[src/sv/aslsm_pkg.sv]
// ----------------------------------------------------------------------------
// aslsm_pkg
// shared widths, codes and types of the asymmetric slide smoother
// ----------------------------------------------------------------------------
package aslsm_pkg;

	localparam int ValW      = 48;
	localparam int SlideW    = 32;
	localparam int CfgIdxW   = 2;
	localparam int DivW      = 64;
	localparam int DivCntW   = 6;
	localparam int FracShift = 16;
	localparam int SnapShift = 20;
	localparam int TolW      = ValW - SnapShift;

	localparam logic [SlideW-1:0] SLIDE_ONE  = 32'd65536;
	localparam logic [TolW-1:0]   SNAP_FLOOR = 28'd16;

	// request kinds
	localparam logic [1:0] REQ_VALUE = 2'd0;
	localparam logic [1:0] REQ_BANG  = 2'd1;
	localparam logic [1:0] REQ_SET   = 2'd2;
	localparam logic [1:0] REQ_RESET = 2'd3;

	// register indexes
	localparam logic [CfgIdxW-1:0] CFG_SLIDE_UP   = 2'd0;
	localparam logic [CfgIdxW-1:0] CFG_SLIDE_DOWN = 2'd1;

	typedef struct packed {
		logic busy;
		logic done;
	} div_stat_t;

endpackage

[src/sv/asymmetric_slide_smoother.sv]
// ----------------------------------------------------------------------------
// asymmetric_slide_smoother
// one-pole slide filter with separate rise and fall amounts
// ----------------------------------------------------------------------------
// Each value or bang word moves the running value toward the staged target by
// (target - running) / slide, with slide_up used while the target is above the
// running value and slide_down otherwise; amounts below 1.0 act as 1.0. Values
// are signed Q24.24, slide amounts unsigned Q16.16. The quotient truncates
// toward zero and the result snaps onto the target once within
// max(2^-20, |target| >> 20). A value or bang word passes from accept to result
// through a setup state, a divider load, 64 divide steps, a state that sees the
// divider finish and a finish state, paced by the bit-serial divider that
// produces one quotient bit per cycle; the input is not ready during that time.
// The finish state lasts for as long as an earlier result still waits unread
// in the output register. Set and reset words are applied as they are accepted
// and produce no result. A finished result sits in the output register while
// the next word is accepted. Registers are written through the cfg port and
// take effect on the next step.
module asymmetric_slide_smoother (
	input  logic                                 clk,
	input  logic                                 arst_n,
	// register write channel
	input  logic                                 cfg_valid,
	output logic                                 cfg_ready,
	input  logic [aslsm_pkg::CfgIdxW-1:0]        cfg_index,
	input  logic [aslsm_pkg::SlideW-1:0]         cfg_data,
	// input words
	input  logic                                 in_valid,
	output logic                                 in_ready,
	input  logic [1:0]                           req_type,
	input  logic signed [aslsm_pkg::ValW-1:0]    new_value,
	// result words
	output logic                                 out_valid,
	input  logic                                 out_ready,
	output logic signed [aslsm_pkg::ValW-1:0]    smoothed_value
);
	import aslsm_pkg::*;

	localparam logic [1:0] ST_IDLE  = 2'd0;
	localparam logic [1:0] ST_SETUP = 2'd1;
	localparam logic [1:0] ST_LOAD  = 2'd2;
	localparam logic [1:0] ST_DIV   = 2'd3;
	localparam logic [2:0] ST_FIN   = 3'd4;

	logic [2:0]        state_q;
	logic [SlideW-1:0] slide_up_q;
	logic [SlideW-1:0] slide_down_q;
	logic [ValW-1:0]   run_q;
	logic [ValW-1:0]   stage_q;

	// per-step working registers
	logic [ValW-1:0]   mag_q;
	logic              neg_q;
	logic [SlideW-1:0] seff_q;
	logic [TolW-1:0]   tol_q;

	logic              out_valid_q;
	logic [ValW-1:0]   out_q;

	logic        in_fire;
	logic        fin_go;
	logic        div_start;
	logic [DivW-1:0] quotient;
	div_stat_t   div_stat;

	// setup cycle arithmetic
	logic [ValW:0]     diff;
	logic [ValW:0]     diff_neg;
	logic              rising;
	logic [SlideW-1:0] slide_sel;
	logic [ValW-1:0]   abs_x;
	logic [TolW-1:0]   tol_raw;

	// finish cycle arithmetic
	logic [ValW-1:0] q48;
	logic [ValW:0]   next_sum;
	logic [ValW-1:0] resid;
	logic            snap;
	logic [ValW-1:0] next_val;

	assign cfg_ready = 1'b1;
	assign in_ready  = (state_q == {1'b0, ST_IDLE});
	assign in_fire   = in_valid && in_ready;

	// the finished word may only overwrite the output register once it is free
	assign fin_go    = (state_q == ST_FIN) && (!out_valid_q || out_ready);
	assign div_start = (state_q == {1'b0, ST_LOAD});

	// direction, magnitude and slide amount for this step
	assign diff      = {stage_q[ValW-1], stage_q} - {run_q[ValW-1], run_q};
	assign diff_neg  = -diff;
	assign rising    = !diff[ValW] && (diff != '0);
	assign slide_sel = rising ? slide_up_q : slide_down_q;
	assign abs_x     = stage_q[ValW-1] ? (-stage_q) : stage_q;
	assign tol_raw   = abs_x[ValW-1:SnapShift];

	// quotient never exceeds the difference magnitude, so 48 bits hold it
	assign q48      = quotient[ValW-1:0];
	assign next_sum = neg_q ? ({run_q[ValW-1], run_q} - {1'b0, q48})
	                        : ({run_q[ValW-1], run_q} + {1'b0, q48});
	assign resid    = mag_q - q48;
	assign snap     = (resid <= {{SnapShift{1'b0}}, tol_q});
	assign next_val = snap ? stage_q : next_sum[ValW-1:0];

	aslsm_div u_div (
		.clk      (clk),
		.arst_n   (arst_n),
		.start    (div_start),
		.dividend ({mag_q, {FracShift{1'b0}}}),
		.divisor  (seff_q),
		.quotient (quotient),
		.stat     (div_stat)
	);

	// sequencer and architectural state
	always_ff @(posedge clk or negedge arst_n) begin
		if (!arst_n) begin
			state_q      <= {1'b0, ST_IDLE};
			slide_up_q   <= SLIDE_ONE;
			slide_down_q <= SLIDE_ONE;
			run_q        <= '0;
			stage_q      <= '0;
			out_valid_q  <= 1'b0;
		end else begin
			if (cfg_valid && cfg_ready) begin
				unique case (cfg_index)
					CFG_SLIDE_UP:   slide_up_q   <= cfg_data;
					CFG_SLIDE_DOWN: slide_down_q <= cfg_data;
					default: ;
				endcase
			end

			// a word read out while the next one finishes is replaced, not cleared
			if (out_valid_q && out_ready && !fin_go)
				out_valid_q <= 1'b0;

			unique case (state_q)
				{1'b0, ST_IDLE}: begin
					if (in_fire) begin
						unique case (req_type)
							REQ_VALUE: begin
								stage_q <= new_value;
								state_q <= {1'b0, ST_SETUP};
							end
							REQ_BANG:  state_q <= {1'b0, ST_SETUP};
							REQ_SET:   stage_q <= new_value;
							REQ_RESET: run_q   <= '0;
							default: ;
						endcase
					end
				end
				{1'b0, ST_SETUP}: state_q <= {1'b0, ST_LOAD};
				{1'b0, ST_LOAD}:  state_q <= {1'b0, ST_DIV};
				{1'b0, ST_DIV}: begin
					if (div_stat.done && !div_stat.busy)
						state_q <= ST_FIN;
				end
				ST_FIN: begin
					if (fin_go) begin
						run_q       <= next_val;
						out_valid_q <= 1'b1;
						state_q     <= {1'b0, ST_IDLE};
					end
				end
				default: state_q <= {1'b0, ST_IDLE};
			endcase
		end
	end

	// step operands, captured in the setup cycle
	always_ff @(posedge clk) begin
		if (state_q == {1'b0, ST_SETUP}) begin
			neg_q  <= diff[ValW];
			mag_q  <= diff[ValW] ? diff_neg[ValW-1:0] : diff[ValW-1:0];
			seff_q <= (slide_sel < SLIDE_ONE) ? SLIDE_ONE : slide_sel;
			tol_q  <= (tol_raw < SNAP_FLOOR) ? SNAP_FLOOR : tol_raw;
		end
		if (fin_go)
			out_q <= next_val;
	end

	assign out_valid      = out_valid_q;
	assign smoothed_value = out_q;

endmodule

[src/sv/aslsm_div.sv]
// ----------------------------------------------------------------------------
// aslsm_div
// bit-serial restoring divider, one quotient bit per cycle
// ----------------------------------------------------------------------------
module aslsm_div (
	input  logic                           clk,
	input  logic                           arst_n,
	input  logic                           start,
	input  logic [aslsm_pkg::DivW-1:0]     dividend,
	input  logic [aslsm_pkg::SlideW-1:0]   divisor,
	output logic [aslsm_pkg::DivW-1:0]     quotient,
	output aslsm_pkg::div_stat_t           stat
);
	import aslsm_pkg::*;

	logic [DivW-1:0]    quo_q;
	logic [SlideW:0]    rem_q;
	logic [SlideW-1:0]  dvs_q;
	logic [DivCntW-1:0] cnt_q;
	logic               busy_q;
	logic               done_q;

	logic [SlideW:0] rem_sh;
	logic [SlideW:0] dvs_ext;
	logic            fits;

	assign rem_sh  = {rem_q[SlideW-1:0], quo_q[DivW-1]};
	assign dvs_ext = {1'b0, dvs_q};
	assign fits    = (rem_sh >= dvs_ext);

	always_ff @(posedge clk or negedge arst_n) begin
		if (!arst_n) begin
			busy_q <= 1'b0;
			done_q <= 1'b0;
			cnt_q  <= '0;
		end else begin
			done_q <= 1'b0;
			if (start) begin
				busy_q <= 1'b1;
				cnt_q  <= '0;
			end else if (busy_q) begin
				cnt_q <= cnt_q + 1'b1;
				if (cnt_q == {DivCntW{1'b1}}) begin
					busy_q <= 1'b0;
					done_q <= 1'b1;
				end
			end
		end
	end

	// datapath: dividend shifts out the top as quotient bits shift in
	always_ff @(posedge clk) begin
		if (start) begin
			quo_q <= dividend;
			rem_q <= '0;
			dvs_q <= divisor;
		end else if (busy_q) begin
			quo_q <= {quo_q[DivW-2:0], fits};
			rem_q <= fits ? (rem_sh - dvs_ext) : rem_sh;
		end
	end

	assign quotient  = quo_q;
	assign stat.busy = busy_q;
	assign stat.done = done_q;

endmodule

[config.mk]
export PLATFORM = sky130hd
export DESIGN_NAME = asymmetric_slide_smoother
export DESIGN_NICKNAME = d
export VERILOG_FILES = /design/src/sv/aslsm_pkg.sv /design/src/sv/asymmetric_slide_smoother.sv /design/src/sv/aslsm_div.sv
export SDC_FILE = /design/constraint.sdc
export NUM_CORES = 1
export LEC_CHECK = 0
export ABC_CLOCK_PERIOD_IN_PS = 12700
export BUFFER_PORTS_ARGS = -buffer_cell sky130_fd_sc_hd__buf_2
export CORE_MARGIN = 2
export CORE_UTILIZATION = 55
export CTS_BUF_LIST = sky130_fd_sc_hd__clkbuf_4
export CTS_CLUSTER_SIZE = 25
export DETAILED_ROUTE_END_ITERATION = 6
export GPL_ROUTABILITY_DRIVEN = 0
export PLACE_DENSITY = 0.75
export SYNTH_ARGS = -nofsm -noshare
export SYNTH_HDL_FRONTEND = slang
export SYNTH_SLANG_ARGS = --single-unit
[constraint.sdc]
create_clock -name clk -period 12.7 [get_ports clk]
set_clock_uncertainty 0.2 [all_clocks]
set_input_delay 2.54 -clock clk [delete_from_list [all_inputs] [get_ports clk]]
set_output_delay 2.54 -clock clk [all_outputs]
set_load 0.005 [all_outputs]
After elaboration in Yosys (flattened, before gate mapping)
Cells that the tools add are included.
{ "word_totals": {"register_bits": 457, "elab_cells": 96, "output_inout_bits": 51} }
{ "op_classes": {"n_reduce_logical": 24, "add_sub_neg": 8, "magnitude_cmp": 4, "muxes": 28, "n_eq_ne": 14} }
{ "op_table": {"columns": ["cell", "n"], "rows": [
  ["two-way mux 48 bit", 7],
  ["two-way mux 64 bit", 2],
  ["negation 48 bit", 2],
  ["one-hot mux 48 bit (2 select lines)", 1],
  ["subtractor 48 bit", 2],
  ["two-way mux 32 bit", 2],
  ["nonzero test 49 bit", 1],
  ["subtractor 48 x 48 -> 49 bit", 1],
  ["adder 48 bit", 1],
  ["<= comparator 48 x 28 -> 1 bit", 1],
  ["greater-or-equal comparator 33 x 32 -> 1 bit", 1],
  ["< comparator 32 x 17 -> 1 bit (second input constant)", 1],
  ["subtractor 32 bit", 1],
  ["< comparator 28 x 5 -> 1 bit (second input constant)", 1],
  ["one-hot mux 3 bit (5 select lines)", 1],
  ["two-way mux 3 bit", 4],
  ["two-way mux 6 bit", 2],
  ["two-way mux 1 bit", 9],
  ["AND reduction 4 bit", 2],
  ["adder 6 x 1 -> 6 bit (second input constant)", 1],
  ["== test 3 x 2 -> 1 bit (second input constant)", 2],
  ["== test 6 bit (second input constant)", 1],
  ["logical AND 1 bit", 6],
  ["!= test 2 bit (second input constant)", 3],
  ["13 further kinds", 23]
]} }

Logic depth before layout (Yosys ltp)
Gate-level depths: netlist of the first run.
{ "depth": {"depth_word": 8, "ltp_mapped": 25, "mapped_depth_nobuf": 23} }

Hierarchy
From an unflattened synthesis of the first run, not the netlist that was laid out.
{ "unflattened": {"hier_cells": 3326, "area_unflattened_um2": 32394.8} }
{ "by_module_without_submodules": {"columns": ["module", "cells_each", "area_per_inst_um2", "n_inst"], "rows": [
  ["asymmetric_slide_smoother", 2696, 25049.0, 1],
  ["aslsm_div", 630, 7345.8, 1]
]} }

Worst setup path before layout of the first run
No wires, ideal clock.
{ "synth_path": {"path_type": "flip-flop to flip-flop", "start": "register state_q[2]", "end": "register mag_q[0], enable pin", "path_buffers": 0, "path_slack_ns": 6.808, "arrival_time_ns": 5.115, "period_less_slack_ns": 5.892, "required_ns": 11.922, "path_stages_with_launch": 3, "path_cell_list": "dfrtp_1 -> nand2b_1 -> nor2_1"} }
{ "synth_via": {"elab_chain_cells": 1} }
{ "synth_lines": {"columns": ["item", "line", "rtl"], "rows": [
  ["start: declaration", "asymmetric_slide_smoother.sv:45", "logic [2:0] state_q;"],
  ["start signal: assignment", "asymmetric_slide_smoother.sv:118", "state_q <= {1'b0, ST_IDLE};"],
  ["start signal: assignment", "asymmetric_slide_smoother.sv:143", "state_q <= {1'b0, ST_SETUP};"],
  ["start signal: assignment", "asymmetric_slide_smoother.sv:145", "REQ_BANG: state_q <= {1'b0, ST_SETUP};"],
  ["== test 3 x 1 -> 1 bit", "asymmetric_slide_smoother.sv:172", "if (state_q == {1'b0, ST_SETUP}) begin"],
  ["end signal: assignment", "asymmetric_slide_smoother.sv:174", "mag_q <= diff[ValW] ? diff_neg[ValW-1:0] : diff[ValW-1:0];"],
  ["end: declaration", "asymmetric_slide_smoother.sv:52", "logic [ValW-1:0] mag_q;"]
]} }
Every way passes these cells.
A chain may end at the register's enable or synchronous reset.

Worst setup path in the final report of the first run
{ "layout_path": {"start": "register u_div.quo_q[2] (netlist: u_div.quotient[2])", "end": "register out_q[7] (netlist: smoothed_value[7]) (data pin)"} }
{ "layout_via": {"elab_chain_cells": 3, "elab_cells_between_ends": 6, "cone_classes": "3 x add/sub; 1 x order compare; 2 x mux"} }
{ "layout_lines": {"columns": ["item", "line", "rtl"], "rows": [
  ["start: declaration", "aslsm_div.sv:16", "logic [DivW-1:0] quo_q;"],
  ["start signal: assignment", "aslsm_div.sv:54", "quo_q <= dividend;"],
  ["start signal: assignment", "aslsm_div.sv:58", "quo_q <= {quo_q[DivW-2:0], fits};"],
  ["subtractor 48 bit (tied with other cells)", "asymmetric_slide_smoother.sv:101", "assign resid = mag_q - q48;"],
  ["<= comparator 48 x 28 -> 1 bit or two-way mux 48 bit (tied branches)", "asymmetric_slide_smoother.sv:102, asymmetric_slide_smoother.sv:99", null],
  ["two-way mux 48 bit *", "asymmetric_slide_smoother.sv:103", "assign next_val = snap ? stage_q : next_sum[ValW-1:0];"],
  ["net next_val[7]", "asymmetric_slide_smoother.sv:79", "logic [ValW-1:0] next_val;"],
  ["end signal: assignment", "asymmetric_slide_smoother.sv:179", "out_q <= next_val;"],
  ["end: declaration", "asymmetric_slide_smoother.sv:58", "logic [ValW-1:0] out_q;"]
]} }
Mark *: on every way through the listed nets, which the timed path passes. The rest lies on a longest branch.

==> results of run 1 <==
[metal layers]
metal	global-route usage [%]	up-vias
li1	-	13130
met2	46.41	1196
met4	12.33	2
met5	0	-
met3	5.022	203
met1	40.38	13220
[power groups by stage]
stage | combinational, mW | sequential (mW) | clock (mW)
after floorplan | 2.57 | 2.10 | 0
after global placement | 3.29 | 2.21 | 0
after detailed placement | 3.34 | 2.22 | 0
after CTS | 3.36 | 2.19 | 1.39
after global routing | 3.76 | 2.23 | 1.46
final | 3.44 | 2.20 | 1.36
[layout by cell type (no fill, tap or decap), types with 32 or more instances in the layout]
master and n:
edfxtp_1 237, o31ai_1 32, nand3_1 133, xnor2_1 174
o21a_1 43, nor3_1 56, nor4_1 37, clkbuf_4 177
a21oi_1 248, and2_1 61, a31oi_1 40, clkinv_1 32
mux2i_1 53, dfxtp_1 48, o21ai_0 159, xor2_1 76
nand4_1 48, ha_1 205, nand2_1 371, mux2_2 153
or3_1 32, buf_2 137, nor2_1 201, a21o_1 77
inv_1 220, dfrtp_1 169, a311o_1 32
[layout make-up]
| type | instances | area share (%) |
|---|---|---|
| diodes | 4 | 0.02846 |
| clock buffers | 177 | 3.778 |
| clock inverters | 45 | 0.8290 |
| inverters | 224 | 2.402 |
| multi-input cells | 2655 | 52.54 |
| flip-flops and latches | 457 | 35.23 |
| well taps | 765 | 2.722 |
| repair buffers | 161 | 2.473 |
[state kept, by name, summed over array words and instances (netlist names)]
register / flops
mag_q: 48
state_q: 3
slide_down_q: 32
u_div.dvs_q: 32
tol_q: 28
u_div.cnt_q: 6
stage_q: 48
slide_up_q: 32
u_div.done_q: 1
smoothed_value: 48
out_valid: 1
neg_q: 1
seff_q: 32
run_q: 48
u_div.busy_q: 1
u_div.rem_q: 32
u_div.quotient: 64
[how the worst max path moves through the flow]
stage                      start            endpoint  cells after the start
2_1_floorplan         state_q[2]            mag_q[0]                      2
3_3_place_gp   u_div.quotient[2]   smoothed_value[2]                     21
3_5_place_dp   u_div.quotient[2]  smoothed_value[11]                     21
4_1_cts        u_div.quotient[2]   smoothed_value[7]                     21
5_1_grt        u_div.quotient[2]  smoothed_value[20]                     21
6_report       u_div.quotient[2]   smoothed_value[7]                     21
[kinds of logic (layout without fill, tap and decap cells)]
logic type	Yosys count	after routing	share of synthesized area, %
AND/OR/NAND/NOR	1106	1106	16.59
AO/OA/AOI/OAI	870	870	17.93
flip-flops	457	457	38.34
buffers and inverters	383	607	4.575
XOR/XNOR	250	250	6.779
multiplexers	219	219	7.581
adder cells (fa/ha/maj)	209	209	8.189
other	1	5	0.01161
[through the flow]
step | std cells | setup WS (ns) | utilization (%) | hold slack [ns]
2_1_floorplan | 3495 | 6.808 | - | 0.2003
3_3_place_gp | 4262 | 5.625 | 57.91 | 0.2024
3_5_place_dp | 4262 | 5.367 | 57.91 | 0.2045
4_1_cts | 4484 | 5.350 | 60.70 | 0.1986
5_1_grt | 4488 | 4.738 | 60.72 | 0.2280
6_report | 4488 | 5.241 | 60.72 | 0.2112
==> run_results.csv, run 1 <==
group,metric,value,unit
run_status,status,"finished, final reports clean",
floorplanning,dieWidth,246.3,um
global_route,grt_antenna_before_repair,3,
worst_setup_path,reg2reg_to,"smoothed_value[7]",
floorplanning,die_height,246.3,um
yosys,synth-seq-area-share,38.34,%
power,p_seq_share,31.5,%
yosys,synthTopCellsByCount,"nand2_1, a21oi_1, edfxtp_1, inv_1, ha_1",
route,drt_iter0_markers,2697,
worst_setup_path,worstSetupPathType,"flip-flop to flip-flop",
yosys,yosysTopAreaCellShare,22.03,%
clock_network,cts_tree,"done",
clock_network,cts_buffers,119,
global_route,grtUsageTotal,29.53,%
floorplanning,dieArea,60680,um2
power,p_per_area,199.0,nW/um2
clock_network,cts-hold-fix-buffers,0,
power,p_sw,3.015,mW
power,p_total,6.998,mW
timing,maxSlewHeadroom,19.80,%
timing,hold_viol,0,
worst_setup_path,slowest_stage,"nand2_2",
timing,tns,0,ns
global_route,grt.overflow.total,0,
global_route,grt_first_pass_wirelength,141.5,mm
yosys,synth.avg_cell_area,9.242,um2
floorplanning,start_util,55.77,%
yosys,yosysMostFrequentCell,"nand2_1",
layout,layout.nets,3916,
yosys,synthArstFlopShare,37.64,%
yosys,synth_area_leaders,"edfxtp_1, dfrtp_1, ha_1",
power,max-vdd-ir-drop,0.1197,mV
route,drc,0,
power,switching_share,43.09,%
layout,multi_input_area,18480,um2
placement,placed_cell_area,33540,um2
route,top_layer,"met5",
timing,fin_crit,7.459,ns
hold_path,hold_start,"seff_q[29]",
worst_setup_path,rr_worst_depth,21,
yosys,synthCells,3495,
clock_network,numClockSinks,457,
hold_path,min_path_type,"flip-flop to flip-flop",
power,leakage,15.17,nW
worst_setup_path,r2r_start,"u_div.quotient[2]",
run,drv_cap,0,
worst_setup_path,arrival,7.95,ns
route,avgViaCountPerCell,6.182,
layout,seqCellArea,12390,um2
timing,tightest_slew,1.203,ns
route,drtAntennaViolNets,0,
floorplanning,coreArea,57920,um2
yosys,synth_edf_count,237,
global_route,first_global_vias,26290,
floorplanning,ios,140,
timing,finalSetupViolCount,0,
timing,fin_crit_sh,58.73,%
route,met2_length,40.48,mm
worst_setup_path,cpPeakStageDelay,0.71,ns
placement,hpwl,67.09,mm
global_route,grt_start_max_net_pins,92,
clock_network,postCtsSetupBuffers,0,
yosys,syn_nets,3793,
hold_path,whs_endpoint,"u_div.dvs_q[29]",
clock_network,root_buffer,"clkbuf_4",
placement,portBuffers,138,
route,postRouteWirelength,90.05,mm
layout,final_cell_area,35170,um2
yosys,synth_cell_types,100,
worst_setup_path,crit_required,13.19,ns
clock_network,cts_buffer_depth,3,
hold_path,whs_path_depth,0,
worst_setup_path,crit_fanout,50,
worst_setup_path,path_buf_inv,2,
worst_setup_path,crit_chain,"inv_1 > ha_1 > nor2b_1 > o31ai_1 > a211oi_1 > or2_2 > o21ai_1 > o21ai_0 > xor2_1 > ha_1 > nand4_1 > nor4_1 > nand2_1 > mux2i_1 > a32o_1 > nor3_1 > nand4_1 > nor4_2 > buf_4 > nand2_2 > mux2_2",
clock_network,htree_levels,3,
yosys,synth_warnings,0,
power,p_clk_share,19.4,%
yosys,ys_ff_latch,457,
route,wire_per_inst,20.06,um
route,vias,27750,
power,combPwrFrac,49.1,%
yosys,synthFlopType,"edfxtp_1",
timing,timing.fmax,0.1341,GHz
layout,layout-area-overhead-vs-synth,8.874,%
worst_setup_path,worstSetupEndpointType,"flip-flop",
timing,final_max_slew_viol_count,0,
clock_network,clk_pin_slew_worst_paths,0.07,ns
layout,n_fill_cell,5073,
clock_network,cts_resized,0,
worst_setup_path,start_kind,"flip-flop",
floorplanning,core.rowCount,88,
route,first_pass_iters,7,
yosys,syn_area,32300,um2
yosys,synth_area_leader_cell,"edfxtp_1",
layout,drive_gt1_share,15.57,%
worst_setup_path,rrSetupSlack,5.24,ns
route,met1Wirelength,38.76,mm
power,internal-power,3.982,mW
timing,rsz0062_at_grt,"no",
route,met3_length,7.450,mm
worst_setup_path,cp_top_family,"simple AND/OR/NAND/NOR gates",
clock_network,insertion_delay,0.95,ns
No activity file was read; power rests on OpenSTA's default activity.
==> run 2, diff against run 1 <==
--- a/config.mk
+++ b/config.mk
@@ -5,7 +5,7 @@
 export SDC_FILE = /design/constraint.sdc
 export NUM_CORES = 1
 export LEC_CHECK = 0
-export ABC_CLOCK_PERIOD_IN_PS = 12700
+export ABC_CLOCK_PERIOD_IN_PS = 6200
 export BUFFER_PORTS_ARGS = -buffer_cell sky130_fd_sc_hd__buf_2
 export CORE_MARGIN = 2
 export CORE_UTILIZATION = 55
@@ -13,7 +13,7 @@
 export CTS_CLUSTER_SIZE = 25
 export DETAILED_ROUTE_END_ITERATION = 6
 export GPL_ROUTABILITY_DRIVEN = 0
-export PLACE_DENSITY = 0.75
+export PLACE_DENSITY = 0.78
 export SYNTH_ARGS = -nofsm -noshare
 export SYNTH_HDL_FRONTEND = slang
 export SYNTH_SLANG_ARGS = --single-unit
==> constraint.sdc (replaced) <==
create_clock -name clk -period 6.2 [get_ports clk]
set_clock_uncertainty 0.2 [all_clocks]
set_input_delay 1.24 -clock clk [delete_from_list [all_inputs] [get_ports clk]]
set_output_delay 1.24 -clock clk [all_outputs]
set_load 0.005 [all_outputs]
==> run 2 against run 1 <==
  * The flow now finishes with violations (DRC)
  * First-iteration DRC count rose by 3.4%
  * Wire length rose by 0.45%
  * Global-route usage decreased by 0.12 points
  * Clock power rose by 100%
  * Via count increased by 0.79%
  * Fmax rose by 26%
  * Register-to-register slack got worse by 5.0 ns
  * Cell count up 0.74%
  * Non-clock buffer count increased by 37
  * Utilization is 0.61 points higher
  * Largest cell class unchanged
  * Largest power group unchanged
==> run_results.csv, run 2 (synthesized netlist as in run 1, its figures left out) <==
group,metric,value,unit
clock_network,root_buffer,"clkbuf_4",
timing,hold_viol,0,
worst_setup_path,crit_fanout,6,
worst_setup_path,worstSetupEndpointType,"flip-flop",
power,switching_share,43.32,%
layout,largest_reg_flops,64,
global_route,grtUsageTotal,29.41,%
timing,fin_hold_ws,0.1945,ns
timing,finalSetupViolCount,0,
run,drv_cap,0,
layout,layout_commonest_cell,"nand2_1",
route,wire_per_inst,20.01,um
power,p_per_area,404.0,nW/um2
timing,fin_crit,5.921,ns
layout,layout-area-overhead-vs-synth,9.971,%
clock_network,cts_buffers,116,
power,combPwrFrac,49.6,%
worst_setup_path,arrival,6.38,ns
floorplanning,dieWidth,246.3,um
power,max-vdd-ir-drop,0.2476,mV
power,p_seq_share,31.4,%
layout,drive_gt1_share,16.68,%
worst_setup_path,start_kind,"flip-flop",
route,drc,1,
power,p_clk_share,19.0,%
power,leakage,15.38,nW
route,drtAntennaViolNets,0,
power,p_sw,6.217,mW
hold_path,min_path_type,"input pin to async pin",
floorplanning,dieArea,60680,um2
floorplanning,die_height,246.3,um
global_route,first_global_vias,26260,
worst_setup_path,crit_required,6.66,ns
route,drt_iter0_markers,2788,
route,first_pass_iters,7,
global_route,grt.overflow.total,0,
clock_network,cts_tree,"done",
floorplanning,start_util,55.77,%
clock_network,numClockSinks,457,
route,vias,27970,
global_route,grt_start_max_net_pins,118,
timing,final_max_slew_viol_count,0,
route,postRouteWirelength,90.45,mm
floorplanning,coreArea,57920,um2
timing,fin_crit_sh,95.51,%
timing,tightest_slew,1.090,ns
power,internal-power,8.134,mW
layout,final_cell_mix,"nand2_1, a21oi_1, edfxtp_1",
clock_network,clk_pin_slew_worst_paths,0.07,ns
placement,portBuffers,138,
worst_setup_path,worstSetupPathType,"flip-flop to flip-flop",
placement,hpwl,67.22,mm
clock_network,cts_buffer_depth,3,
layout,layout.nets,3950,
clock_network,htree_levels,3,
floorplanning,ios,140,
timing,maxSlewHeadroom,27.36,%
timing,tns,0,ns
global_route,grt_antenna_before_repair,3,
clock_network,insertion_delay,0.94,ns
global_route,grt_first_pass_wirelength,141.1,mm
floorplanning,core.rowCount,88,
timing,timing.fmax,0.1689,GHz
run_status,violations,"DRC",
run_status,status,"complete, but fails checks",
route,avgViaCountPerCell,6.186,
-- run 2: cell count changes in the layout (fill, tap and decap cells not counted), sizes merged --
cell	before	now
diode	4	3
clkinvlp	1	0
clkinv	40	38
bufinv	3	1
clkbuf	177	176
buf	161	197
inv	225	229
-- run 2: per-layer routing --
layer | routed length [um] | GRT usage (%) | share of wire (%)
met3 | 8329 | 5.065 | 9.2
met4 | 3948 | 13.09 | 4.4
met1 | 37770 | 40.39 | 42
met5 | 13 | 0 | 0.014
met2 | 40390 | 45.60 | 45
-- run 2: worst max-delay path: stages (launching register included) --
cell      delay, ns
dfxtp_1        0.40
inv_1          0.10
ha_1           0.23
nor3_1         0.44
nand3_1        0.26
and2_1         0.28
a21oi_2        0.24
nor3_1         0.06
or2_2          0.32
a21oi_1        0.17
xnor2_1        0.15
ha_1           0.29
nand4_1        0.18
nor3_1         0.09
a221oi_1       0.26
o21ai_0        0.13
a32o_1         0.25
nor3_1         0.18
nand4_1        0.11
buf_4          0.18
or4_4          0.57
buf_4          0.20
o21ai_0        0.26
nand2_1        0.08
-- run 2: power by group through the flow --
| stage | clock network, mW | logic [mW] | registers, mW |
|---|---|---|---|
| CTS | 2.78 | 6.94 | 4.48 |
| detailed placement | 0 | 6.89 | 4.54 |
| finish | 2.72 | 7.12 | 4.51 |
| global route | 2.92 | 7.79 | 4.56 |
| global placement | 0 | 6.76 | 4.52 |
| floorplan | 0 | 5.27 | 4.29 |
-- run 2: timing repair --
item	CTS	global route
hold endpoints to repair	0	0
setup endpoints to repair	0	96
gates resized for setup	0	8
buffers inserted	0	1
hold buffers	0	0
-- run 2: layout make-up --
| class | instances | area, um2 |
|---|---|---|
| clock inverters | 44 | 265.3 |
| inverters | 224 | 844.6 |
| multi-input cells | 2655 | 18520 |
| clock buffers | 175 | 1314 |
| flip-flops and latches | 457 | 12390 |
| well taps | 765 | 957.2 |
| fillers | 4916 | 22390 |
| diodes | 3 | 7.507 |
| repair buffers | 198 | 1227 |
-- run 2: worst paths after layout --
check	from	end	slack (ns)	depth (start not counted)
max in group asynchronous	arst_n	stage_q[45]	4.63	2
max	u_div.quotient[6]	smoothed_value[17]	0.28	23
min	arst_n	run_q[0]	0.19	1
max reg2reg	u_div.quotient[6]	smoothed_value[17]	0.28	23
min reg2reg	seff_q[2]	u_div.dvs_q[2]	0.20	0
min in group clk	seff_q[2]	u_div.dvs_q[2]	0.20	0
-- run 2: per-stage QoR --
stage / utilization, % / area, um2 / total power [mW] / setup WS (ns) / std cells
floorplan: - / 32300 / 9.564 / 0.3075 / 3495
global placement: 58.48 / 33870 / 11.29 / 0.2614 / 4297
detailed placement: 58.48 / 33870 / 11.43 / 0.08331 / 4297
CTS: 61.20 / 35450 / 14.20 / 0.06028 / 4516
global route: 61.33 / 35520 / 15.27 / -0.05803 / 4521
finish: 61.33 / 35520 / 14.35 / 0.2786 / 4521
